`config.mk`:
```
export PLATFORM = sky130hd
export DESIGN_NAME = aae_mulq
export DESIGN_NICKNAME = d
export VERILOG_FILES = /design/src/aae_pkg.sv /design/src/aae_mulq.sv
export SDC_FILE = /design/constraint.sdc
export NUM_CORES = 2
export LEC_CHECK = 0
export ABC_CLOCK_PERIOD_IN_PS = 11400
export BUFFER_PORTS_ARGS = -buffer_cell sky130_fd_sc_hd__buf_4
export CAP_MARGIN = 0
export CORE_UTILIZATION = 30
export CTS_CLUSTER_DIAMETER = 80
export DETAILED_ROUTE_END_ITERATION = 8
export PLACE_DENSITY_LB_ADDON = 0.2
export SYNTH_ARGS = -nofsm -noshare
export SYNTH_HDL_FRONTEND = slang
export SYNTH_SLANG_ARGS = --single-unit
```
`constraint.sdc`:
```
create_clock -name clk_i -period 11.4 [get_ports clk_i]
set_input_delay 1.14 -clock clk_i [delete_from_list [all_inputs] [get_ports clk_i]]
set_output_delay 1.14 -clock clk_i [all_outputs]
set_load 0.01 [all_outputs]
```
`src/aae_pkg.sv`:
```
// shared types, constants and helpers for the aizawa euler step datapath
package aae_pkg;

  localparam int unsigned FRAC_W = 24;
  localparam int unsigned CFG_IDX_W = 3;

  // config register indexes
  localparam logic [CFG_IDX_W-1:0] REG_COEF_A    = 3'd0;
  localparam logic [CFG_IDX_W-1:0] REG_COEF_B    = 3'd1;
  localparam logic [CFG_IDX_W-1:0] REG_COEF_C    = 3'd2;
  localparam logic [CFG_IDX_W-1:0] REG_COEF_D    = 3'd3;
  localparam logic [CFG_IDX_W-1:0] REG_COEF_E    = 3'd4;
  localparam logic [CFG_IDX_W-1:0] REG_COEF_F    = 3'd5;
  localparam logic [CFG_IDX_W-1:0] REG_TIME_STEP = 3'd6;

  // reset values, q8.24
  localparam logic [31:0] RST_COEF_A    = 32'd15938355;
  localparam logic [31:0] RST_COEF_B    = 32'd11744051;
  localparam logic [31:0] RST_COEF_C    = 32'd10066330;
  localparam logic [31:0] RST_COEF_D    = 32'd58720256;
  localparam logic [31:0] RST_COEF_E    = 32'd4194304;
  localparam logic [31:0] RST_COEF_F    = 32'd1677722;
  localparam logic [30:0] RST_TIME_STEP = 31'd117441;

  localparam logic signed [63:0] HALF_Q   = 64'sd8388608;
  localparam logic signed [39:0] ONE_Q    = 40'sd16777216;
  localparam logic signed [39:0] S32_MAX  = 40'sd2147483647;
  localparam logic signed [39:0] S32_MIN  = -40'sd2147483648;

  // divide by three: offset keeps the dividend positive, floor(2^33/3) as reciprocal
  localparam logic signed [33:0] DIV3_OFS   = 34'sd3221225472;
  localparam logic [31:0]        DIV3_RECIP = 32'd2863311530;
  localparam logic [31:0]        DIV3_BIAS  = 32'h4000_0000;

  typedef struct packed {
    logic        ovf;
    logic [31:0] val;
  } sat_t;

  typedef struct packed {
    logic [31:0] coef_a;
    logic [31:0] coef_b;
    logic [31:0] coef_c;
    logic [31:0] coef_d;
    logic [31:0] coef_e;
    logic [31:0] coef_f;
    logic [30:0] time_step;
  } coef_t;

  function automatic sat_t sat40(logic signed [39:0] v);
    sat_t r;
    if (v > S32_MAX) begin
      r.ovf = 1'b1;
      r.val = 32'h7fff_ffff;
    end else if (v < S32_MIN) begin
      r.ovf = 1'b1;
      r.val = 32'h8000_0000;
    end else begin
      r.ovf = 1'b0;
      r.val = v[31:0];
    end
    return r;
  endfunction

endpackage

```
`src/aae_mulq.sv`:
```
// registered q8.24 multiply with round to nearest and saturation
module aae_mulq (
  input  logic               clk_i,
  input  logic               en_i,
  input  logic signed [31:0] a_i,
  input  logic signed [31:0] b_i,
  output logic signed [31:0] res_o,
  output logic               sat_o
);

  logic signed [63:0] prod;
  logic signed [63:0] rnd_full;
  logic signed [39:0] rnd;
  aae_pkg::sat_t      res_d;
  logic [31:0]        res_q;
  logic               sat_q;

  always_comb begin
    prod     = 64'(a_i) * 64'(b_i);
    rnd_full = (prod + aae_pkg::HALF_Q) >>> aae_pkg::FRAC_W;
    rnd      = rnd_full[39:0];
    res_d    = aae_pkg::sat40(rnd);
  end

  always_ff @(posedge clk_i) begin
    if (en_i) begin
      res_q <= res_d.val;
      sat_q <= res_d.ovf;
    end
  end

  assign res_o = $signed(res_q);
  assign sat_o = sat_q;

endmodule

```
==> results by group <==
Clock tree
  • CTS root buf: clkbuf_16
  • CTS tree: built
  • H-tree depth: 2
  • Clock sink total: 33
  • Number of CTS-inserted buffers: 5
  • Clock slew at reported path FFs: around 50 ps
  • Clock Tree Buf Depth: 2
  • Postcts setup bufs: 0
  • Hold-fix buffers, CTS: 0
  • # resized after CTS: 0

Critical path
  • Critical Path RT: 11500 ps
  • CP max stage cell: fa_1
  • CP peak stage delay: 880 ps
  • Cell mode on critical path: fa_1
  • Nature of the critical path startpoint: input port
  • Worst setup EP type: flop
  • Worst-path fanout max: 32
  • Worst EP arrival: 10600 ps
  • Kind of critical path: input port to flop

STA
  • Final Max Tran Viols: 0
  • Post-route setup slack: between 900 and 1000 ps
  • RSZ-0062 raised after global routing: no
  • Worst Tran Pin Value: between 900 and 1000 ps
  • Minimum clock period: 10500 ps
  • Hold Fails Final Rpt: 0
  • Fin Setup TNS: 0 ps
  • Count of final setup violators: 0
  • Final period util: 92.1%
  • Highest Clock Rate: ~0.095 GHz
  • Slew HR: about a third

Placement
  • Hpwl dp: 91.0 mm
  • DP Area: around 39000 µm²
  • PortBufs: 98
  • Gpl congestion: 0.870
  • Post-Place Setup Slack: around 740 ps

Cells and area
  • Layout fillers: 12900
  • Nets@finish: 5147
  • Area growth, synth to finish: 5.80%
  • Finished Cell Area: slightly below 40000 µm²
  • FF+latch area: 991 µm²
  • Layout cells sized above 1: 3.27%
  • Area of the multi-input gates: 31800 µm²

Routing
  • # DRC: 0
  • Wirelength per Cell: 20.4 µm
  • Via Count: 25400
  • Post-Route WL: 111 mm
  • First drt pass iteration count: 5
  • Post-route antenna net violation count: 0
  • Vias per inst: 4.66
  • Initial DRC Count: 1441

Synth
  • Yosys Warn Count: 0
  • Post-synth EDFFs: 33
  • Cells after synthesis: roughly 4000
  • #FFs+latches synth: 33
  • Seq/Total Area, Yosys: 2.67%
  • Cell variety after synth: 58
  • Ys flop type: edfxtp_1
  • Synth Net Count: 5253
  • Asr flop ratio synth: 0%
  • Mapped Avg Cell Area: 9.45 µm²
  • Post-Syn Area: 37100 µm²

Global routing
  • Global-route wire length before repair: 177 mm
  • Antenna violations before repair: 6
  • Vias in the first global route: 29000
  • GRT overflow: 0
  • Largest net degree at the start of global routing: 34
  • Gr usage total: a little under a fifth

Floorplanning
  • Row cnt: roughly 130
  • Core Area: 122000 µm²
  • Die Ht: 354 µm
  • Die area: roughly 130000 µm²
  • Die X: 354 µm
  • Ports: 99
  • Starting Density: 30.4%

Run status
  • Outcome: complete, no violations

Flow run
  • Max_cap viols: 0

Worst hold path
  • Class of the worst hold path: input port to flop
==> layout by cell type, fill, tap and decap left out, types with 3 or more instances in the layout <==
cell / count
nor4_1: 5
o21a_1: 9
xnor2_1: 35
a211oi_1: 6
inv_1: 937
nor3_1: 18
o31ai_1: 4
nand4_1: 28
o21bai_1: 6
clkbuf_16: 5
or3_1: 3
a31oi_1: 5
xor2_1: 20
o21ai_1: 6
o2111ai_1: 3
nand2_1: 538
edfxtp_1: 33
o21ai_0: 51
fa_1: 1082
a21oi_1: 75
ha_1: 178
nor2_1: 62
nand3_1: 10
a21boi_0: 5
buf_4: 108
a21o_1: 15
o211ai_1: 14
nand2b_1: 10
and2_1: 513
o221ai_1: 4
==> path summary, 6_finish.rpt <==
path              startpoint        end  cells after the start
hold / removal          en_i  res_o[31]                      1
setup / recovery     a_i[31]  res_o[17]                     29
==> synthesized netlist by cell type, types with 2 or more instances <==
master | n | area (µm²)
o21ai_0 | 51 | 255
nand3_1 | 10 | 50.1
a211oi_1 | 6 | 45.0
or3_1 | 3 | 18.8
o21bai_1 | 6 | 45.0
nand4_1 | 28 | 175
or2_2 | 2 | 12.5
a31oi_1 | 5 | 31.3
buf_6 | 2 | 22.5
fa_1 | 1082 | 21700
o221ai_1 | 4 | 35.0
nor2_1 | 62 | 233
a21oi_1 | 75 | 375
edfxtp_1 | 33 | 991
nor3_1 | 18 | 90.1
xnor2_1 | 35 | 307
a211o_1 | 2 | 17.5
buf_2 | 2 | 10.0
o21ai_1 | 6 | 30.0
inv_1 | 937 | 3520
nand2b_1 | 10 | 62.6
xor2_1 | 20 | 175
o2111ai_1 | 3 | 26.3
a21boi_0 | 5 | 37.5
o211ai_1 | 14 | 105
nand3b_1 | 2 | 15.0
and3_1 | 2 | 12.5
clkbuf_1 | 215 | 807
ha_1 | 178 | 2230
a21o_1 | 15 | 113
a41oi_1 | 2 | 17.5
nand2_1 | 538 | 2020
nor4_1 | 5 | 31.3
o31ai_1 | 4 | 30.0
o21a_1 | 9 | 67.6
nand4b_1 | 2 | 17.5
and2_1 | 513 | 3210
==> per-stage QoR <==
stage               hold WS (ps)  utilization (%)  std cells
finish                      1340             32.1       5449
global placement            1600             32.0       5439
global route                1350             32.1       5448
floorplan                   1250                -       3927
detailed placement          1590             32.0       5439
CTS                         1350             32.1       5447
==> critical path, delay by kind of cell <==
| kind | cells | cell delay, ps |
|---|---|---|
| AO/OA/AOI/OAI | 5 | 1670 |
| AND/OR/NAND/NOR | 6 | 1350 |
| adder cells (fa/ha/maj) | 9 | 4670 |
| buffers and inverters | 8 | 1490 |
| XOR/XNOR | 1 | 220 |
==> area by class of cell <==
class | count | share of cell area, %
antenna | 2 | 0.0127
clock buffer | 6 | 0.328
clock inverter | 2 | 0.0860
inverter | 937 | 8.96
multi-input combinational | 2736 | 80.9
sequential | 33 | 2.52
tap | 1625 | 5.18
timing repair buffer | 108 | 2.06
==> routing by layer <==
layer | vias to the layer above | share of wire [%] | track usage [%]
met5 | - | 0.026 | 0
met4 | 6 | 1.0 | 1.77
met1 | 13800 | 42 | 24.1
li1 | 11100 | - | -
met3 | 72 | 3.1 | 1.33
met2 | 426 | 54 | 34.3
==> cells by family (layout without fill, tap and decap cells) <==
kind of cell    Yosys count  count (layout)  share of synthesized area (%)
fa+ha+maj              1260            1260                           64.4
compound gates          219             219                           3.67
buf+inv                1158            1053                           11.8
mux                       1               1                         0.0303
xor+xnor                 55              55                           1.30
other cells               0               2                              0
simple gates           1201            1201                           16.2
flops                    33              33                           2.67
==> state kept, by name, summed over array words and instances, names as in the netlist <==
signal and count:
res_o 32, sat_o 1
Power is left out: the tool's default activity adds up to more than one toggle a clock period on the data nets, which glitch-free logic cannot reach.
