===== src/aae_pkg.sv =====
// shared types, constants and helpers for the aizawa euler step datapath
package aae_pkg;

  localparam int unsigned FRAC_W = 24;
  localparam int unsigned CFG_IDX_W = 3;

  // config register indexes
  localparam logic [CFG_IDX_W-1:0] REG_COEF_A    = 3'd0;
  localparam logic [CFG_IDX_W-1:0] REG_COEF_B    = 3'd1;
  localparam logic [CFG_IDX_W-1:0] REG_COEF_C    = 3'd2;
  localparam logic [CFG_IDX_W-1:0] REG_COEF_D    = 3'd3;
  localparam logic [CFG_IDX_W-1:0] REG_COEF_E    = 3'd4;
  localparam logic [CFG_IDX_W-1:0] REG_COEF_F    = 3'd5;
  localparam logic [CFG_IDX_W-1:0] REG_TIME_STEP = 3'd6;

  // reset values, q8.24
  localparam logic [31:0] RST_COEF_A    = 32'd15938355;
  localparam logic [31:0] RST_COEF_B    = 32'd11744051;
  localparam logic [31:0] RST_COEF_C    = 32'd10066330;
  localparam logic [31:0] RST_COEF_D    = 32'd58720256;
  localparam logic [31:0] RST_COEF_E    = 32'd4194304;
  localparam logic [31:0] RST_COEF_F    = 32'd1677722;
  localparam logic [30:0] RST_TIME_STEP = 31'd117441;

  localparam logic signed [63:0] HALF_Q   = 64'sd8388608;
  localparam logic signed [39:0] ONE_Q    = 40'sd16777216;
  localparam logic signed [39:0] S32_MAX  = 40'sd2147483647;
  localparam logic signed [39:0] S32_MIN  = -40'sd2147483648;

  // divide by three: offset keeps the dividend positive, floor(2^33/3) as reciprocal
  localparam logic signed [33:0] DIV3_OFS   = 34'sd3221225472;
  localparam logic [31:0]        DIV3_RECIP = 32'd2863311530;
  localparam logic [31:0]        DIV3_BIAS  = 32'h4000_0000;

  typedef struct packed {
    logic        ovf;
    logic [31:0] val;
  } sat_t;

  typedef struct packed {
    logic [31:0] coef_a;
    logic [31:0] coef_b;
    logic [31:0] coef_c;
    logic [31:0] coef_d;
    logic [31:0] coef_e;
    logic [31:0] coef_f;
    logic [30:0] time_step;
  } coef_t;

  function automatic sat_t sat40(logic signed [39:0] v);
    sat_t r;
    if (v > S32_MAX) begin
      r.ovf = 1'b1;
      r.val = 32'h7fff_ffff;
    end else if (v < S32_MIN) begin
      r.ovf = 1'b1;
      r.val = 32'h8000_0000;
    end else begin
      r.ovf = 1'b0;
      r.val = v[31:0];
    end
    return r;
  endfunction

endpackage


===== src/aae_div3.sv =====
// two-stage floor((v+1)/3) by reciprocal multiply and one-step correction
module aae_div3 (
  input  logic               clk_i,
  input  logic               en_i,
  input  logic signed [31:0] val_i,
  output logic signed [31:0] third_o
);

  logic signed [33:0] ofs;
  logic [64:0]        prod;
  logic [32:0]        u_q;
  logic [31:0]        q0_q;
  logic [33:0]        three_q0;
  logic [2:0]         rem;
  logic [31:0]        third_d;
  logic [31:0]        third_q;

  // first stage: shift into positive range, estimate quotient (low by at most one)
  always_comb begin
    ofs  = 34'(val_i) + 34'sd1 + aae_pkg::DIV3_OFS;
    prod = 65'(ofs[32:0]) * 65'(aae_pkg::DIV3_RECIP);
  end

  always_ff @(posedge clk_i) begin
    if (en_i) begin
      u_q  <= ofs[32:0];
      q0_q <= prod[64:33];
    end
  end

  // second stage: remainder is in 0..5, so three low bits decide the correction
  always_comb begin
    three_q0 = {1'b0, q0_q, 1'b0} + 34'(q0_q);
    rem      = u_q[2:0] - three_q0[2:0];
    third_d  = q0_q + 32'((rem >= 3'd3) ? 1 : 0) - aae_pkg::DIV3_BIAS;
  end

  always_ff @(posedge clk_i) begin
    if (en_i) begin
      third_q <= third_d;
    end
  end

  assign third_o = $signed(third_q);

endmodule


===== config.mk =====
export PLATFORM = sky130hd
export DESIGN_NAME = aae_div3
export DESIGN_NICKNAME = d
export VERILOG_FILES = /design/src/aae_pkg.sv /design/src/aae_div3.sv
export SDC_FILE = /design/constraint.sdc
export NUM_CORES = 1
export LEC_CHECK = 0
export BUFFER_PORTS_ARGS = -buffer_cell sky130_fd_sc_hd__buf_2
export CAP_MARGIN = 20
export CORE_MARGIN = 2
export CORE_UTILIZATION = 56
export DETAILED_ROUTE_END_ITERATION = 6
export GPL_TIMING_DRIVEN = 0
export PLACE_DENSITY_LB_ADDON = 0.1
export SLEW_MARGIN = 20
export SYNTH_ARGS = -nofsm -noshare
export SYNTH_HDL_FRONTEND = slang
export SYNTH_SLANG_ARGS = --single-unit

===== constraint.sdc =====
create_clock -name clk_i -period 9.7 [get_ports clk_i]
set_clock_uncertainty 0.1 [all_clocks]
set_input_delay 0.97 -clock clk_i [delete_from_list [all_inputs] [get_ports clk_i]]
set_output_delay 0.97 -clock clk_i [all_outputs]
set_load 0.1 [all_outputs]

==> run metrics, run 1 <==
Critical Path End Type flop; Slowest-stage cell, CP fa_1; DP Wirelength 48700 um; CTS tree built; Crit path top cell by count fa_1; Final Worst Setup Slack 0.202 ns; 1st-pass router iterations 5; vias post-DR 13.4k; Ports 66; Net Count, Synth 2649; Post-DRT Antenna Nets 0; wire per inst 21.7 um; Filler cells 3016; crit path max fanout 6; most frequent cells in the layout inv_1, fa_1, ha_1, nand2_1; Fmax achieved 105 MHz; Ys Warns 0; CP Class in -> reg; Final Hold Fails 0; cts hold-fix bufs 0; Worst Tran Pin Value 0.964 ns; required time of the critical path 9.67 ns; crit path launch type input port; Routability Congestion 0.992; initial core utilization 56.4%; Clock Path Buffers 2; clock sink count 67; CTS clk-pin slew, worst paths 0.06 ns; Final Cycle Share 97.9%; Critical Path AT 9.47 ns; Routed Wire Length 53000 um; commonest non-fill, non-tap cell in the layout inv_1; die area 0.0360 sq mm; grt total ovfl 0; ANT cells 0; initial antenna violation count 0; Period minus WS final 9.50 ns; port bufs 65; Worst-Skew Late Latency 0.33 ns; #FFs+latches synth 67; setup TNS 0 ns; first-pass GRT wire length 82300 um; Hold WC Path Type reg -> reg; final hold slack 0.468 ns; vias in the first global route 14.1k; H-tree Lvls 3; netlist area before placement 0.0193 sq mm; commonest register cell after synthesis edfxtp_1; Vias/cell 5.45; Chip Width 190 um; setup slack at placement -0.787 ns; RSZ-0062 raised after global routing true; Async SR Flop Fraction 0%; final setup violation count 0; Final nets 2732; Row Count 68; root buffer cell clkbuf_16; gr usage total 31.0%; DRC 0; Final Max Tran Viols 0; Yosys cell types 62; Util after Layout 60.9%; Syn Area/Cell 10.1 sq um; Die H 190 um; outcome complete, no violations; CORE AREA 0.0343 sq mm; sequential share of the synthesized area 10.4%; largest net degree at the start of global routing 68; Mapped Cells 1906; Crit path largest cell delay 0.61 ns; initial DRC count 602; EDFF count, synth 67; Rel. slew slack 35.3%; Layout area overhead 8.04%; ratio of cells with drive above 1 in the final layout 7.32%; number of max-cap violations 0; Num CTS Buffers 9
==> registers in the layout (all words and copies together) (netlist names) <==
name	cells
u_q	3
q0_q	32
third_o	32
==> critical path: cells and delay by family <==
| family | cells | cell delay, ns |
|---|---|---|
| adders and majority gates | 9 | 4.14 |
| and+or+nand+nor | 10 | 2.45 |
| buffers and inverters | 7 | 0.72 |
| AOI/OAI and AO/OA | 3 | 0.65 |
| xor gates and xnor gates | 2 | 0.52 |
==> repair_timing <==
item                       in CTS  in global routing
setup buffers                   3                  4
setup endpoints to repair      19                 28
gates resized for setup        15                 38
pin swaps                       1                  4
==> metal layers <==
layer  share of wire (%)  global-route usage (%)  vias to the layer above
li1                    -                       -                     6196
met1                  43                    42.4                     6754
met2                  49                    51.8                      317
met3                 4.2                    3.65                       86
met4                 3.8                    10.0                        0
met5                   0                       0                        -
==> cell usage after synthesis (3+ instances only) <==
cell type,count,area share (%)
o21a_1,4,0.16
a311oi_1,3,0.14
o21ai_1,11,0.28
inv_1,537,10
nand4_1,23,0.74
nand3_1,33,0.85
xor2_1,39,1.8
o21bai_1,13,0.50
a31oi_1,8,0.26
a21oi_1,68,1.8
nor2b_1,8,0.26
and2_1,8,0.26
clkbuf_1,12,0.23
o21ai_0,25,0.65
and3_1,19,0.61
nor3_1,13,0.34
xnor2_1,73,3.3
nand2_1,79,1.5
edfxtp_1,67,10
a21o_1,27,1.0
buf_2,3,0.078
o211ai_1,8,0.31
nor4_1,6,0.19
ha_1,338,22
fa_1,371,38
nor2_1,57,1.1
a211oi_1,7,0.27
==> cell families after synthesis <==
group | share of synthesized area (%)
flip-flops | 10.4
AO/OA/AOI/OAI | 7.10
AND/OR/NAND/NOR | 6.28
adder cells (fa/ha/maj) | 60.3
XOR/XNOR | 5.07
buffers and inverters | 10.8
multiplexers | 0.0518
==> worst paths after layout <==
| path | from | endpoint | slack, ns | cells past startpoint |
|---|---|---|---|---|
| max | val_i[6] | q0_q[28] | 0.20 | 31 |
| max reg2reg | q0_q[0] | third_o[26] | 5.72 | 16 |
| min reg2reg | q0_q[31] | third_o[31] | 0.47 | 1 |
| min | q0_q[31] | third_o[31] | 0.47 | 1 |
==> stage by stage <==
stage | cells | area (sq um)
after floorplan | 1906 | 19300
after global placement | 2426 | 20200
after detailed placement | 2426 | 20200
after CTS | 2445 | 20600
after global routing | 2449 | 20900
final | 2449 | 20900
==> final cells by class <==
type	instances	area (sq um)	area share, %
multi-input cells	1285	15500	74.4
repair buffers	72	380	1.82
plain buffers	16	67.6	0.323
flip-flops and latches	67	2010	9.63
clock inverters	7	68.8	0.329
inverters	538	2020	9.67
clock buffers	9	225	1.08
well taps	455	569	2.73
Power of run 1 is left out: the tool's default activity adds up to more than one toggle a clock period on the data nets, which glitch-free logic cannot reach.
==> run 2, diff against run 1 <==
CORE_MARGIN = default   (was 2)
HOLD_SLACK_MARGIN = 0.03   (was default)
==> run metrics, run 2 (synthesized netlist as in run 1, its figures left out) <==
commonest non-fill, non-tap cell in the layout inv_1; port bufs 65 (unchanged); Final Max Tran Viols 0 (unchanged); root buffer cell clkbuf_16; CP Class in -> reg; reg2reg end third_o[26]; setup TNS 0 ns (unchanged); initial antenna violation count 0 (unchanged); met1 usage 41.1% (-1.3 points); clock sink count 67 (unchanged); Rel. slew slack 37.9% (+2.7 points); die area 0.0353 sq mm (-2.1%); Clock Path Buffers 2 (unchanged); initial core utilization 57.2% (+0.84 points); Slowest-stage cell, CP fa_1; Num CTS Buffers 9 (unchanged); R2R depth 16 (unchanged); CTS tree built; Crit path largest cell delay 0.62 ns (about the same); outcome complete, no violations; ratio of cells with drive above 1 in the final layout 7.17% (-0.15 points); hold path startpoint q0_q[20]; Routed Wire Length 52500 um (-0.95%); Routability Congestion 1.03 (+4.0%); final setup violation count 0 (unchanged); largest net degree at the start of global routing 68 (unchanged); Die H 188 um (-1.1%); H-tree Lvls 3 (unchanged); Layout area overhead 7.73%; Crit path top cell by count fa_1; Critical Path End Type flop; required time of the critical path 9.66 ns (about the same); gr usage total 31.1% (+0.097 points); Hold Path Sink third_o[20]; Chip Width 188 um (-1.1%); Post-DRT Antenna Nets 0 (unchanged); CORE AREA 0.0338 sq mm (-1.5%); Worst-Skew Late Latency 0.33 ns (about the same); Hold Path Depth 1 (unchanged); met3 Track Usage GR 5.02% (+1.4 points); Row Count 67 (-1.5%); DP Wirelength 48000 um (-1.3%); Fmax achieved 106 MHz (+0.49%); most frequent cells in the layout inv_1, fa_1, ha_1, nand2_1; Most Crowded Layer GR met2; crit path launch type input port; wire per inst 21.5 um (-0.67%); register area 0.00201 sq mm (unchanged); grt total ovfl 0 (unchanged); Multi-input gate area 0.0155 sq mm (-0.15%); Final Hold Fails 0 (unchanged); Filler cells 2945 (-2.4%); CTS clk-pin slew, worst paths 0.05 ns (about the same); Period minus WS final 9.45 ns (-0.0464 ns); Worst Tran Pin Value 0.924 ns (-0.0397 ns); DRC 0 (unchanged); Hold WC Path Type reg -> reg; initial DRC count 792 (+32%); vias in the first global route 14.2k (+0.93%); Vias/cell 5.50 (+0.80%); cts hold-fix bufs 0 (unchanged); vias post-DR 13.4k (+0.52%); Final nets 2733 (+0.037%); FF-to-FF setup slack 5.76 ns (+0.04 ns); Critical Path AT 9.42 ns (-0.05 ns); ANT cells 0 (unchanged); 1st-pass router iterations 5 (unchanged); Ports 66 (unchanged); number of max-cap violations 0 (unchanged); crit path max fanout 6 (unchanged); Final Cycle Share 97.4% (-0.48 points); first-pass GRT wire length 81300 um (-1.3%); worst reg2reg startpoint q0_q[1]; grt met2 use 51.6% (-0.19 points)
run 2: per-stage QoR:
step                cells  hold slack, ns  instance area (sq um)  utilization [%]  setup slack, ns
global route         2442           0.487                  20800             61.7          -0.0283
global placement     2419           0.459                  20200             59.8           -0.763
detailed placement   2419           0.455                  20200             59.9           -0.836
floorplan            1906           0.441                  19300                -             1.07
CTS                  2434           0.467                  20600             60.8         -0.00144
finish               2442           0.461                  20800             61.7            0.249
run 2: area by class of cell:
cell class              count  share of cell area [%]
multi-input cells        1285                    74.5
clock buffers              10                    1.10
inverters                 538                    9.70
flip-flops and latches     67                    9.66
well taps                 448                    2.69
repair buffers             73                    1.86
plain buffers              16                   0.324
clock inverters             5                   0.150
run 2: worst max-delay path by stage:
stage / from / to
4_1_cts: val_i[0] / q0_q[13]
6_report: val_i[0] / q0_q[28]
5_1_grt: val_i[0] / q0_q[27]
3_5_place_dp: val_i[3] / q0_q[13]
2_1_floorplan: val_i[3] / q0_q[16]
3_3_place_gp: val_i[3] / q0_q[27]
run 2: timing repair:
action | 4_1_cts | 5_1_grt
buffers inserted | 0 | 8
pin swaps | 0 | 10
gates resized for setup | 13 | 36
endpoints found under the setup margin | 19 | 27
run 2: layer usage:
layer / routed length [um] / vias to the layer above
met4: 2140 / 0
met2: 26000 / 342
met5: 0 / -
met1: 21800 / 6795
met3: 2610 / 83
li1: - / 6202
run 2: worst max-delay path, delay by kind of cell:
family / cells / cell delay, ns
simple gates: 9 / 2.08
fa+ha+maj: 10 / 4.39
compound gates: 3 / 0.63
xor+xnor: 2 / 0.57
buf+inv: 7 / 0.74
Power of run 2 is left out for the same reason.
==> run 3, diff against run 2 <==
BUFFER_PORTS_ARGS = default   (was -buffer_cell sky130_fd_sc_hd__buf_2)
DONT_BUFFER_PORTS = 1   (was default)
REMOVE_ABC_BUFFERS = 1   (was default)
==> run metrics, run 3 (synthesized netlist as in run 1, its figures left out) <==
ANT cells 0 (unchanged); Critical Path AT 9.33 ns (-0.09 ns); port bufs 0 (-100%); ratio of cells with drive above 1 in the final layout 3.25% (-3.9 points); crit path max fanout 6 (unchanged); 1st-pass router iterations 7 (+2); Worst-Skew Late Latency 0.32 ns (about the same); Final Cycle Share 96.5% (-0.89 points); Die H 188 um (unchanged); clock sink count 67 (unchanged); Hold WC Path Type reg -> reg; root buffer cell clkbuf_16; dpl cells 2338 (-3.3%); CORE AREA 0.0338 sq mm (unchanged); setup TNS 0 ns (unchanged); Final Max Tran Viols 0 (unchanged); most frequent cells in the layout inv_1, fa_1, ha_1, nand2_1, edfxtp_1; initial DRC count 745 (-5.9%); Period minus WS final 9.37 ns (-0.0861 ns); initial antenna violation count 0 (unchanged); Chip Width 188 um (unchanged); die area 0.0353 sq mm (unchanged); failing checks design-rule violations; vias post-DR 13.1k (-2.7%); Num CTS Buffers 9 (unchanged); grt total ovfl 0 (unchanged); gr usage total 30.5% (-0.60 points); commonest non-fill, non-tap cell in the layout inv_1; largest net degree at the start of global routing 68 (unchanged); Post-DRT Antenna Nets 0 (unchanged); Routability Congestion 1.01 (-2.0%); DRC 1 (+1); crit path launch type input port; Clock Path Buffers 2 (unchanged); Final Hold Fails 0 (unchanged); Final nets 2647 (-3.1%); fin cells 2357 (-3.5%); Rel. slew slack 39.9% (+2.0 points); Worst Tran Pin Value 0.895 ns (-0.0292 ns); first-pass GRT wire length 79500 um (-2.2%); cts hold-fix bufs 0 (unchanged); H-tree Lvls 3 (unchanged); CP Class in -> reg; CTS tree built; wire per inst 21.7 um (+0.71%); initial core utilization 57.2% (unchanged); Ports 66 (unchanged); Routed Wire Length 51100 um (-2.8%); final setup violation count 0 (unchanged); Row Count 67 (unchanged); Fmax achieved 107 MHz (+0.92%); CTS clk-pin slew, worst paths 0.06 ns (about the same); required time of the critical path 9.67 ns (about the same); DP Wirelength 46900 um (-2.3%); number of max-cap violations 0 (unchanged); vias in the first global route 14.0k (-1.8%); setup slack at placement -0.622 ns (+0.214 ns); outcome finished, violations left; Layout area overhead 5.24%; Vias/cell 5.54 (+0.76%); Critical Path End Type flop; Final Worst Setup Slack 0.335 ns (+0.0861 ns)
==> run 3: layout make-up <==
class / instances / area [sq um]
Fill cell: 2966 / 13400
Clock buffer: 9 / 225
Timing Repair Buffer: 3 / 22.5
Sequential cell: 67 / 2010
Tap cell: 448 / 561
Inverter: 538 / 2020
Clock inverter: 7 / 45.0
Multi-Input combinational cell: 1285 / 15500
==> run 3: final timing paths <==
kind	startpoint	endpoint	slack (ns)	cells past startpoint
min reg2reg	q0_q[31]	third_o[31]	0.46	1
min	q0_q[31]	third_o[31]	0.46	1
max	val_i[0]	q0_q[28]	0.33	27
max reg2reg	q0_q[1]	third_o[26]	5.86	16
==> run 3: critical path, cell delays in order <==
cell	delay, ns
ha_1	0.21
nand3_1	0.20
nor2_2	0.21
and2_1	0.24
nand2_1	0.20
xnor2_2	0.41
ha_1	0.35
inv_1	0.23
fa_1	0.53
fa_1	0.50
fa_1	0.52
inv_1	0.06
fa_1	0.47
fa_1	0.53
fa_1	0.56
inv_1	0.06
fa_1	0.61
inv_1	0.06
ha_1	0.32
and3_1	0.27
nand2_1	0.15
or4_4	0.53
a311oi_2	0.35
o21ai_1	0.16
or3b_1	0.32
a31oi_1	0.15
xnor2_1	0.16
==> run 3: repair_timing <==
| item | 4_1_cts | 5_1_grt |
|---|---|---|
| endpoints found under the hold margin | 0 | 0 |
| setup endpoints to repair | 15 | 26 |
| gates resized for setup | 10 | 26 |
| setup buffers | 0 | 3 |
| pin swaps | 0 | 2 |
==> run 3: through the flow <==
step | util, % | cell area, sq um | hold WS, ns
global route | 60.2 | 20300 | 0.472
global placement | 58.7 | 19800 | 0.457
finish | 60.2 | 20300 | 0.459
detailed placement | 58.7 | 19800 | 0.454
floorplan | - | 19300 | 0.441
CTS | 59.7 | 20200 | 0.462
==> run 3: layer usage <==
metal	vias to the layer above	track usage [%]	wire, um	part of all wire [%]
li1	6026	-	-	-
met1	6613	40.1	21100	41
met2	338	50.6	25100	49
met3	76	5.69	2960	5.8
met4	0	10.3	1950	3.8
met5	-	0	0	0
Power of run 3 is left out for the same reason.
