$ cat src/aae_pkg.sv
// shared types, constants and helpers for the aizawa euler step datapath
package aae_pkg;

  localparam int unsigned FRAC_W = 24;
  localparam int unsigned CFG_IDX_W = 3;

  // config register indexes
  localparam logic [CFG_IDX_W-1:0] REG_COEF_A    = 3'd0;
  localparam logic [CFG_IDX_W-1:0] REG_COEF_B    = 3'd1;
  localparam logic [CFG_IDX_W-1:0] REG_COEF_C    = 3'd2;
  localparam logic [CFG_IDX_W-1:0] REG_COEF_D    = 3'd3;
  localparam logic [CFG_IDX_W-1:0] REG_COEF_E    = 3'd4;
  localparam logic [CFG_IDX_W-1:0] REG_COEF_F    = 3'd5;
  localparam logic [CFG_IDX_W-1:0] REG_TIME_STEP = 3'd6;

  // reset values, q8.24
  localparam logic [31:0] RST_COEF_A    = 32'd15938355;
  localparam logic [31:0] RST_COEF_B    = 32'd11744051;
  localparam logic [31:0] RST_COEF_C    = 32'd10066330;
  localparam logic [31:0] RST_COEF_D    = 32'd58720256;
  localparam logic [31:0] RST_COEF_E    = 32'd4194304;
  localparam logic [31:0] RST_COEF_F    = 32'd1677722;
  localparam logic [30:0] RST_TIME_STEP = 31'd117441;

  localparam logic signed [63:0] HALF_Q   = 64'sd8388608;
  localparam logic signed [39:0] ONE_Q    = 40'sd16777216;
  localparam logic signed [39:0] S32_MAX  = 40'sd2147483647;
  localparam logic signed [39:0] S32_MIN  = -40'sd2147483648;

  // divide by three: offset keeps the dividend positive, floor(2^33/3) as reciprocal
  localparam logic signed [33:0] DIV3_OFS   = 34'sd3221225472;
  localparam logic [31:0]        DIV3_RECIP = 32'd2863311530;
  localparam logic [31:0]        DIV3_BIAS  = 32'h4000_0000;

  typedef struct packed {
    logic        ovf;
    logic [31:0] val;
  } sat_t;

  typedef struct packed {
    logic [31:0] coef_a;
    logic [31:0] coef_b;
    logic [31:0] coef_c;
    logic [31:0] coef_d;
    logic [31:0] coef_e;
    logic [31:0] coef_f;
    logic [30:0] time_step;
  } coef_t;

  function automatic sat_t sat40(logic signed [39:0] v);
    sat_t r;
    if (v > S32_MAX) begin
      r.ovf = 1'b1;
      r.val = 32'h7fff_ffff;
    end else if (v < S32_MIN) begin
      r.ovf = 1'b1;
      r.val = 32'h8000_0000;
    end else begin
      r.ovf = 1'b0;
      r.val = v[31:0];
    end
    return r;
  endfunction

endpackage

$ cat src/aae_cfg.sv
// coefficient and step size registers with plain write port
module aae_cfg (
  input  logic                          clk_i,
  input  logic                          rst_ni,
  input  logic                          cfg_we_i,
  input  logic [aae_pkg::CFG_IDX_W-1:0] cfg_idx_i,
  input  logic [31:0]                   cfg_wdata_i,
  output aae_pkg::coef_t                coef_o
);

  aae_pkg::coef_t coef_q;

  always_ff @(posedge clk_i or negedge rst_ni) begin
    if (!rst_ni) begin
      coef_q.coef_a    <= aae_pkg::RST_COEF_A;
      coef_q.coef_b    <= aae_pkg::RST_COEF_B;
      coef_q.coef_c    <= aae_pkg::RST_COEF_C;
      coef_q.coef_d    <= aae_pkg::RST_COEF_D;
      coef_q.coef_e    <= aae_pkg::RST_COEF_E;
      coef_q.coef_f    <= aae_pkg::RST_COEF_F;
      coef_q.time_step <= aae_pkg::RST_TIME_STEP;
    end else if (cfg_we_i) begin
      case (cfg_idx_i)
        aae_pkg::REG_COEF_A:    coef_q.coef_a    <= cfg_wdata_i;
        aae_pkg::REG_COEF_B:    coef_q.coef_b    <= cfg_wdata_i;
        aae_pkg::REG_COEF_C:    coef_q.coef_c    <= cfg_wdata_i;
        aae_pkg::REG_COEF_D:    coef_q.coef_d    <= cfg_wdata_i;
        aae_pkg::REG_COEF_E:    coef_q.coef_e    <= cfg_wdata_i;
        aae_pkg::REG_COEF_F:    coef_q.coef_f    <= cfg_wdata_i;
        aae_pkg::REG_TIME_STEP: coef_q.time_step <= cfg_wdata_i[30:0];
        default: ;
      endcase
    end
  end

  assign coef_o = coef_q;

endmodule

$ cat config.mk
export PLATFORM = sky130hd
export DESIGN_NAME = aae_cfg
export DESIGN_NICKNAME = d
export VERILOG_FILES = /design/src/aae_pkg.sv /design/src/aae_cfg.sv
export SDC_FILE = /design/constraint.sdc
export NUM_CORES = 1
export LEC_CHECK = 0
export ABC_AREA = 1
export BUFFER_PORTS_ARGS = -buffer_cell sky130_fd_sc_hd__buf_4
export CAP_MARGIN = 20
export CORE_MARGIN = 2
export CORE_UTILIZATION = 45
export CTS_BUF_LIST = sky130_fd_sc_hd__clkbuf_4 sky130_fd_sc_hd__clkbuf_8 sky130_fd_sc_hd__clkbuf_16
export CTS_CLUSTER_DIAMETER = 40
export DETAILED_ROUTE_END_ITERATION = 7
export PLACE_DENSITY = 0.77
export SETUP_SLACK_MARGIN = 0.15
export SLEW_MARGIN = 25
export SYNTH_ARGS = -nofsm -noshare
export SYNTH_HDL_FRONTEND = slang
export SYNTH_SLANG_ARGS = --single-unit
$ cat constraint.sdc
create_clock -name clk_i -period 1.05 [get_ports clk_i]
set_clock_uncertainty 0.2 [all_clocks]
set_input_delay 0.1575 -clock clk_i [delete_from_list [all_inputs] [get_ports clk_i]]
set_output_delay 0.1575 -clock clk_i [all_outputs]
set_load 0.02 [all_outputs]
==> impl_metrics.env, run 1 <==
export IMPL_violations="hold timing, setup timing"
export IMPL_critPathKind="flip-flop to output pin"
export IMPL_grtUsageTotal_pct=31.4
export IMPL_cts_root_buf="clkbuf_16"
export IMPL_status="finished with violations"
export IMPL_crit_family="flip-flops"
export IMPL_crit_end="coef_o[160]"
export IMPL_rr_worst_depth=4
export IMPL_max_stage_delay_ns=0.57
export IMPL_synth_simple_area_share_pct=31.7
export IMPL_ys_seq_elements=223
export IMPL_final_nets=1439
export IMPL_tightest_slew_ns=0.565
export IMPL_drtPass1Iterations=6
export IMPL_syn_area_um2=8690
export IMPL_ir_drop_mv=1.43
export IMPL_timing_final_crit_share_pct=153
export IMPL_setup_viol_count_final=238
export IMPL_synth_compound_area_share_pct=0
export IMPL_muxShareOfSynthArea_pct=0
export IMPL_seqPwrFrac_pct=36.4
export IMPL_final_common_cell="nand2_1"
export IMPL_fin_util_pct=80.2
export IMPL_maxCapViolCount=0
export IMPL_grt_pass1_vias=8895
export IMPL_io_pins=261
export IMPL_clock_path_buffers=3
export IMPL_final_cell_mix="nand2_1, buf_6, dfrtp_1"
export IMPL_clk_latency_ns=0.52
export IMPL_relSlewSlack_pct=62.3
export IMPL_crit_chain="buf_6"
export IMPL_synthCells=973
export IMPL_synth_cell_types=11
export IMPL_hold_viol=170
export IMPL_yosysWarnings=0
export IMPL_cts_tree="yes"
export IMPL_fill_cells=1029
export IMPL_areaGrowthSynthToFinish_pct=73.9
export IMPL_cts_buffers=28
export IMPL_grt_start_max_net_pins=65
export IMPL_gr_total_overflow=0
export IMPL_core_area_um2=18800
export IMPL_rows=50
export IMPL_slew_viol_final=0
export IMPL_combPwrFrac_pct=32.5
export IMPL_crit_fanout=2
export IMPL_die_w_um=143
export IMPL_clkTransAtPathRegs_ns=0.07
export IMPL_hpwl_mm=19.2
export IMPL_rsz0062_at_grt="yes"
export IMPL_cp_required_ns=0.69
export IMPL_p_leak_uw=0.00780
export IMPL_synth_top_family_by_area="simple AND/OR/NAND/NOR gates"
export IMPL_placed_area_um2=11500
export IMPL_drtIter0Drc=623
export IMPL_critical_path_startpoint="coef_o[160]$_DFFE_PN1P_"
export IMPL_fin_cells=1684
export IMPL_syn_nets=1011
export IMPL_largest_reg_flops=223
export IMPL_reg2reg_to="coef_o[135]$_DFFE_PN1P_"
export IMPL_path_buf_inv=1
export IMPL_post_drt_wl_per_cell_um=21.7
export IMPL_vias=9310
export IMPL_drc=0
export IMPL_min_path_type="primary input to async pin"
export IMPL_critical_path_depth=1
export IMPL_crit_slowest_cell="dfstp_2"
export IMPL_startpoint_type="flip-flop"
export IMPL_switching_share_pct=32.9
export IMPL_drive_gt1_share_pct=46.7
export IMPL_r2r_start="coef_o[135]$_DFFE_PN1P_"
export IMPL_cp_end_kind="output pin"
export IMPL_ant_nets=0
export IMPL_hold_buffers=34
export IMPL_tns_ns=-92.28
export IMPL_die_area_um2=20400
export IMPL_syn_avg_cell_area_um2=8.93
export IMPL_fmax_mhz=624
export IMPL_fin_area_um2=15100
export IMPL_setup_ws_ns=-0.551
export IMPL_rrSetupSlack_ns=-0.09
export IMPL_dieHeight_um=143
export IMPL_pwr_density_cell_nw_per_um2=2190
export IMPL_htreeDepth=1
export IMPL_grt_antenna_before_repair=1
export IMPL_synth_xor_area_share_pct=0
export IMPL_clock_sinks=223
export IMPL_viasPerCell=5.53
export IMPL_worstPathArrival_ns=1.24
export IMPL_synth_seq_area_share_pct=65.1
export IMPL_routabilityCongestion=0.821
export IMPL_clkPwrFrac_pct=31.2
export IMPL_holdWs_ns=-0.507
export IMPL_grt_pass1_wl_mm=49.5
export IMPL_dp_cells=1486
export IMPL_p_int_uw=22200
export IMPL_start_util_pct=46.1
export IMPL_drt_wl_total_mm=36.6
export IMPL_power_switching_uw=10900
export IMPL_fin_crit_ns=1.60
export IMPL_synth_fa_ha_area_share_pct=0
export IMPL_io_buffers=260
## area by class of cell
class                   count  area [um^2]  share of cell area [%]
flip-flops and latches    223         5660                    37.5
repair buffers            454         4870                    32.2
multi-input cells         688         3200                    21.2
clock buffers              32          754                    4.99
well taps                 260          325                    2.15
clock inverters            20          251                    1.66
inverters                   6         50.0                   0.331
diodes                      1         2.50                  0.0166
## cell usage after synthesis
cell type  instances  area share [%]
nor2_2             2            0.14
inv_2              4            0.17
buf_2             34             2.0
nor2_1             4            0.17
nand3_1          128             7.4
inv_1              2           0.086
dfrtp_1          161              46
dfstp_2           62              19
nand2_1          553              24
clkbuf_1          22            0.95
nor2_4             1            0.13
## worst min path at each step
| stage | startpoint | to | slack, ns | cells past startpoint |
|---|---|---|---|---|
| final | rst_ni | coef_o[190]$_DFFE_PN0P_ | -0.51 | 2 |
| after global routing | rst_ni | coef_o[190]$_DFFE_PN0P_ | -0.50 | 2 |
| after CTS | cfg_idx_i[1] | coef_o[167]$_DFFE_PN1P_ | -0.08 | 5 |
| after detailed placement | rst_ni | coef_o[95]$_DFFE_PN0P_ | -0.20 | 1 |
| after global placement | rst_ni | coef_o[95]$_DFFE_PN0P_ | -0.20 | 1 |
| after floorplan | rst_ni | coef_o[100]$_DFFE_PN0P_ | -0.34 | 0 |
## what timing repair did
action                                 4_1_cts  5_1_grt
setup buffers                               60       52
endpoints found under the hold margin      446      160
gates resized for setup                    252      145
setup endpoints to repair                  257      554
pin swaps                                   67       65
## kinds of logic after synthesis
group	count (synthesis)
flops	223
buf+inv	62
simple gates	688
## power by group through the flow
stage / clock, uW / sequential [uW] / combinational (uW)
CTS: 10300 / 11800 / 9280
global route: 10700 / 12100 / 11300
floorplan: 0 / 13600 / 1580
detailed placement: 0 / 11600 / 7430
global placement: 0 / 11600 / 7260
finish: 10300 / 12100 / 10800
## stage by stage
stage	power, uW	setup slack [ns]
final	33100	-0.551
after CTS	31400	-0.544
after floorplan	15100	-0.00475
after detailed placement	19000	-0.335
after global placement	18900	-0.299
after global routing	34200	-0.571
## routing by layer
layer	global-route usage, %	up-vias	wire [um]
met1	38.3	4513	12600
met2	53.9	705	18200
met3	7.14	191	3630
li1	-	3901	-
met4	13.1	0	2170
met5	0	-	0
Note: power is estimated with default switching activity, not from simulation.
==> run 2, diff against run 1 <==
- clock period: 1.05 -> 1.9 ns (I/O delays scaled with it)
==> impl_metrics.env, run 2 (synthesized netlist as in run 1, its figures left out) <==
export IMPL_gr_total_overflow=0
export IMPL_htreeDepth=1
export IMPL_core_area_um2=18800
export IMPL_cts_resized=0
export IMPL_placed_area_um2=11100
export IMPL_rows=50
export IMPL_rsz0062_at_grt="no"
export IMPL_grt_pass1_wl_mm=43.6
export IMPL_ir_drop_mv=0.800
export IMPL_grtUsageTotal_pct=27.7
export IMPL_status="finished, final reports clean"
export IMPL_hold_viol=0
export IMPL_fin_area_um2=12500
export IMPL_vias=7964
export IMPL_drtPass1Iterations=5
export IMPL_dp_cells=1472
export IMPL_routabilityCongestion=0.817
export IMPL_clkTransAtPathRegs_ns=0.06
export IMPL_grt_pass1_vias=7553
export IMPL_clock_sinks=223
export IMPL_tightest_slew_ns=0.465
export IMPL_final_cell_mix="nand2_1, buf_4, dfrtp_1"
export IMPL_cts_buffers=30
export IMPL_crit_family="flip-flops"
export IMPL_drtIter0Drc=572
export IMPL_cp_required_ns=1.41
export IMPL_num_antenna_cells=0
export IMPL_holdWs_ns=0.0573
export IMPL_power_total_uw=16200
export IMPL_clock_path_buffers=3
export IMPL_dieHeight_um=143
export IMPL_ant_nets=0
export IMPL_crit_chain="buf_4"
export IMPL_fmax_mhz=586
export IMPL_slew_viol_final=0
export IMPL_worstPathArrival_ns=1.22
export IMPL_drt_wl_total_mm=28.7
export IMPL_die_w_um=143
export IMPL_fin_cells=1563
export IMPL_final_nets=1317
export IMPL_pwr_density_cell_nw_per_um2=1290
export IMPL_grt_antenna_before_repair=0
export IMPL_fin_crit_ns=1.71
export IMPL_largest_reg_flops=223
export IMPL_final_common_cell="nand2_1"
export IMPL_p_leak_uw=0.00677
export IMPL_max_stage_delay_ns=0.55
export IMPL_crit_slowest_cell="dfstp_2"
export IMPL_rr_worst_depth=2
export IMPL_startpoint_type="flip-flop"
export IMPL_cts_setup_buffers=0
export IMPL_grt_start_max_net_pins=52
export IMPL_hold_buffers=35
export IMPL_start_util_pct=46.1
export IMPL_maxCapViolCount=0
export IMPL_cts_tree="yes"
export IMPL_die_area_um2=20400
export IMPL_critPathKind="flip-flop to output pin"
export IMPL_relSlewSlack_pct=69.0
export IMPL_drc=0
export IMPL_post_drt_wl_per_cell_um=18.3
export IMPL_io_buffers=260
export IMPL_clk_latency_ns=0.54
export IMPL_drive_gt1_share_pct=32.5
export IMPL_critical_path_depth=1
export IMPL_path_buf_inv=1
export IMPL_tns_ns=0
export IMPL_cp_end_kind="output pin"
export IMPL_io_pins=261
export IMPL_whs_path_depth=5
export IMPL_hpwl_mm=18.7
export IMPL_viasPerCell=5.10
export IMPL_cts_root_buf="clkbuf_16"
export IMPL_areaGrowthSynthToFinish_pct=44.4
export IMPL_timing_final_crit_share_pct=89.8
export IMPL_setup_viol_count_final=0
export IMPL_min_path_type="primary input to flip-flop"
export IMPL_crit_fanout=2
## run 2: cell types whose count changed in the layout (fill, tap and decap cells not counted), moves of 4 or more
cell      previous run  this run
buf_6              306         0
buf_4               95       284
nand2_1            467       553
nand2_2             78         0
nand3_1             96       128
nand3_2             32         0
buf_12              18        10
nand2_4              8         0
clkbuf_8             1         6
inv_8                4         0
## run 2: through the flow
step / worst slack [ns] / utilization (%)
detailed placement: 0.219 / 59.2
CTS: 0.185 / 66.6
global route: 0.154 / 66.6
floorplan: 0.656 / -
global placement: 0.267 / 59.2
finish: 0.193 / 66.6
## run 2: layer usage
layer,GRT usage (%),up-vias,wire length (um)
li1,-,3653,-
met1,38.0,3851,11700
met2,44.5,407,13700
met3,5.94,53,2560
met4,8.60,0,689
met5,0,-,0
## run 2: power breakdown
part	switching [uW]	internal, uW
Clock	2140	3550
Sequential	562	5830
Combinational	2450	1630
## run 2: layout make-up
cell class / instances / area, um^2
tap: 260 / 325
multi-input combinational: 688 / 2790
clock inverter: 16 / 168
inverter: 6 / 22.5
fill: 1485 / 6290
clock buffer: 40 / 881
sequential: 223 / 5660
timing repair buffer: 330 / 2700
## run 2: worst paths after layout
check	slack [ns]	start	to
worst min-delay path	0.06	cfg_idx_i[2]	coef_o[199]$_DFFE_PN1P_
min in group asynchronous	0.07	rst_ni	coef_o[19]$_DFFE_PN0P_
worst max register to register	0.96	coef_o[138]$_DFFE_PN1P_	coef_o[138]$_DFFE_PN1P_
worst max-delay path	0.19	coef_o[138]$_DFFE_PN1P_	coef_o[138]
worst min register to register	0.26	coef_o[179]$_DFFE_PN1P_	coef_o[179]$_DFFE_PN1P_
max in group asynchronous	0.75	rst_ni	coef_o[6]$_DFFE_PN1P_
==> run 3, diff against run 2 <==
- ABC_AREA: 1 -> default
- GPL_TIMING_DRIVEN: default -> 1
==> impl_metrics.env, run 3 <==
export IMPL_final_cell_mix="buf_4, dfrtp_1, mux2_2"
export IMPL_path_buf_inv=1
export IMPL_dp_cells=964
export IMPL_final_nets=832
export IMPL_ir_drop_mv=0.819
export IMPL_async_flop_share_pct=100
export IMPL_num_antenna_cells=0
export IMPL_rrSetupSlack_ns=0.87
export IMPL_post_drt_wl_per_cell_um=20.4
export IMPL_die_area_um2=20300
export IMPL_max_stage_delay_ns=0.54
export IMPL_fin_util_pct=65.1
export IMPL_fin_cells=1051
export IMPL_yosysMostFrequentCell="dfrtp_1"
export IMPL_vias=5343
export IMPL_cp_required_ns=1.41
export IMPL_fmax_mhz=591
export IMPL_tns_ns=0
export IMPL_syn_avg_cell_area_um2=18.0
export IMPL_clock_sinks=223
export IMPL_rsz0062_at_grt="no"
export IMPL_clkTransAtPathRegs_ns=0.06
export IMPL_maxCapViolCount=0
export IMPL_cts_buffers=29
export IMPL_grt_pass1_vias=5848
export IMPL_yosysWarnings=0
export IMPL_min_path_type="primary input to async pin"
export IMPL_drive_gt1_share_pct=68.3
export IMPL_viasPerCell=5.08
export IMPL_syn_area_um2=8610
export IMPL_synth_seq_area_share_pct=65.7
export IMPL_synth_commonest_cells="dfrtp_1, mux2_2, dfstp_2, mux2_1, mux2_4"
export IMPL_clk_latency_ns=0.52
export IMPL_crit_fanout=2
export IMPL_gr_total_overflow=0
export IMPL_die_w_um=142
export IMPL_synthCells=478
export IMPL_syn_nets=516
export IMPL_fin_crit_ns=1.69
export IMPL_grt_antenna_before_repair=0
export IMPL_crit_slowest_cell="dfstp_2"
export IMPL_relSlewSlack_pct=74.3
export IMPL_cts_resized=0
export IMPL_holdWs_ns=0.00649
export IMPL_dieHeight_um=142
export IMPL_drt_wl_total_mm=21.4
export IMPL_rows=50
export IMPL_areaGrowthSynthToFinish_pct=41.9
export IMPL_setup_viol_count_final=0
export IMPL_critPathKind="flip-flop to output pin"
export IMPL_start_util_pct=45.9
export IMPL_timing_final_crit_share_pct=89.1
export IMPL_p_leak_uw=0.00566
export IMPL_slew_viol_final=0
export IMPL_worstPathArrival_ns=1.21
export IMPL_io_buffers=260
export IMPL_final_common_cell="buf_4"
export IMPL_htreeDepth=1
export IMPL_hpwl_mm=14.7
export IMPL_largest_reg_flops=223
export IMPL_ys_seq_elements=223
export IMPL_crit_chain="buf_4"
export IMPL_drc=0
export IMPL_synthFlopType="dfrtp_1"
export IMPL_fill_cells=1329
export IMPL_hold_viol=0
export IMPL_cts_tree="yes"
export IMPL_regArea_um2=5660
export IMPL_grt_pass1_wl_mm=33.2
export IMPL_yosysTopAreaCell="dfrtp_1"
export IMPL_drtPass1Iterations=4
export IMPL_pwr_density_cell_nw_per_um2=1360
export IMPL_synth_cell_types=12
export IMPL_routabilityCongestion=0.748
export IMPL_crit_family="flip-flops"
export IMPL_startpoint_type="flip-flop"
export IMPL_synth_edf_count=0
export IMPL_tightest_slew_ns=0.385
export IMPL_drtIter0Drc=121
export IMPL_clock_path_buffers=3
export IMPL_ant_nets=0
export IMPL_synthTopCellsByArea="dfrtp_1, dfstp_2, mux2_2"
export IMPL_synth_top_area_share_pct=46.8
export IMPL_core_area_um2=18800
export IMPL_io_pins=261
export IMPL_grtUsageTotal_pct=20.9
export IMPL_cp_end_kind="output pin"
export IMPL_status="finished, final reports clean"
export IMPL_grt_start_max_net_pins=70
export IMPL_multi_input_area_um2=2740
export IMPL_cts_root_buf="clkbuf_16"
-- run 3: logic make-up (layout without fill, tap and decap cells) --
group         Yosys count  after routing  share of synthesized area, %
buf+inv                25            364                          2.86
flops                 223            223                          65.7
mux                   223            223                          30.5
simple gates            7              7                         0.959
-- run 3: metrics by stage --
stage	area, um^2	setup slack (ns)	power (uW)
detailed placement	10900	0.0748	11300
global route	12200	0.164	17300
floorplan	8610	0.250	8940
CTS	12200	0.188	16800
global placement	10900	0.140	11100
finish	12200	0.208	16700
-- run 3: path summary, 6_finish.rpt --
kind,startpoint,to,cells past startpoint
max,coef_o[160]$_DFFE_PN1P_,coef_o[160],1
min,rst_ni,coef_o[31]$_DFFE_PN0P_,2
max reg2reg,coef_o[153]$_DFFE_PN0P_,coef_o[153]$_DFFE_PN0P_,1
min reg2reg,coef_o[145]$_DFFE_PN0P_,coef_o[145]$_DFFE_PN0P_,1
max in group asynchronous,rst_ni,coef_o[43]$_DFFE_PN1P_,3
min in group clk_i,cfg_idx_i[1],coef_o[87]$_DFFE_PN0P_,4
-- run 3: what timing repair did --
action | CTS | global route
hold endpoints to repair | 400 | 0
setup buffers | 0 | 0
hold buffers | 33 | 0
-- run 3: report_power, final --
part	switching (uW)	total (uW)	internal [uW]
clock network	2140	5400	3260
registers	616	6630	6010
logic	2410	4630	2220
-- run 3: layout make-up --
| type | count | share of cell area (%) |
|---|---|---|
| well taps | 234 | 2.40 |
| repair buffers | 310 | 20.8 |
| clock inverters | 21 | 1.79 |
| flip-flops and latches | 223 | 46.3 |
| clock buffers | 33 | 6.29 |
| multi-input cells | 230 | 22.4 |
-- run 3: per-layer routing --
metal	track usage, %	part of all wire (%)
met1	26.5	40
met2	36.1	51
met3	5.55	7.2
met4	5.21	1.6
met5	0	0
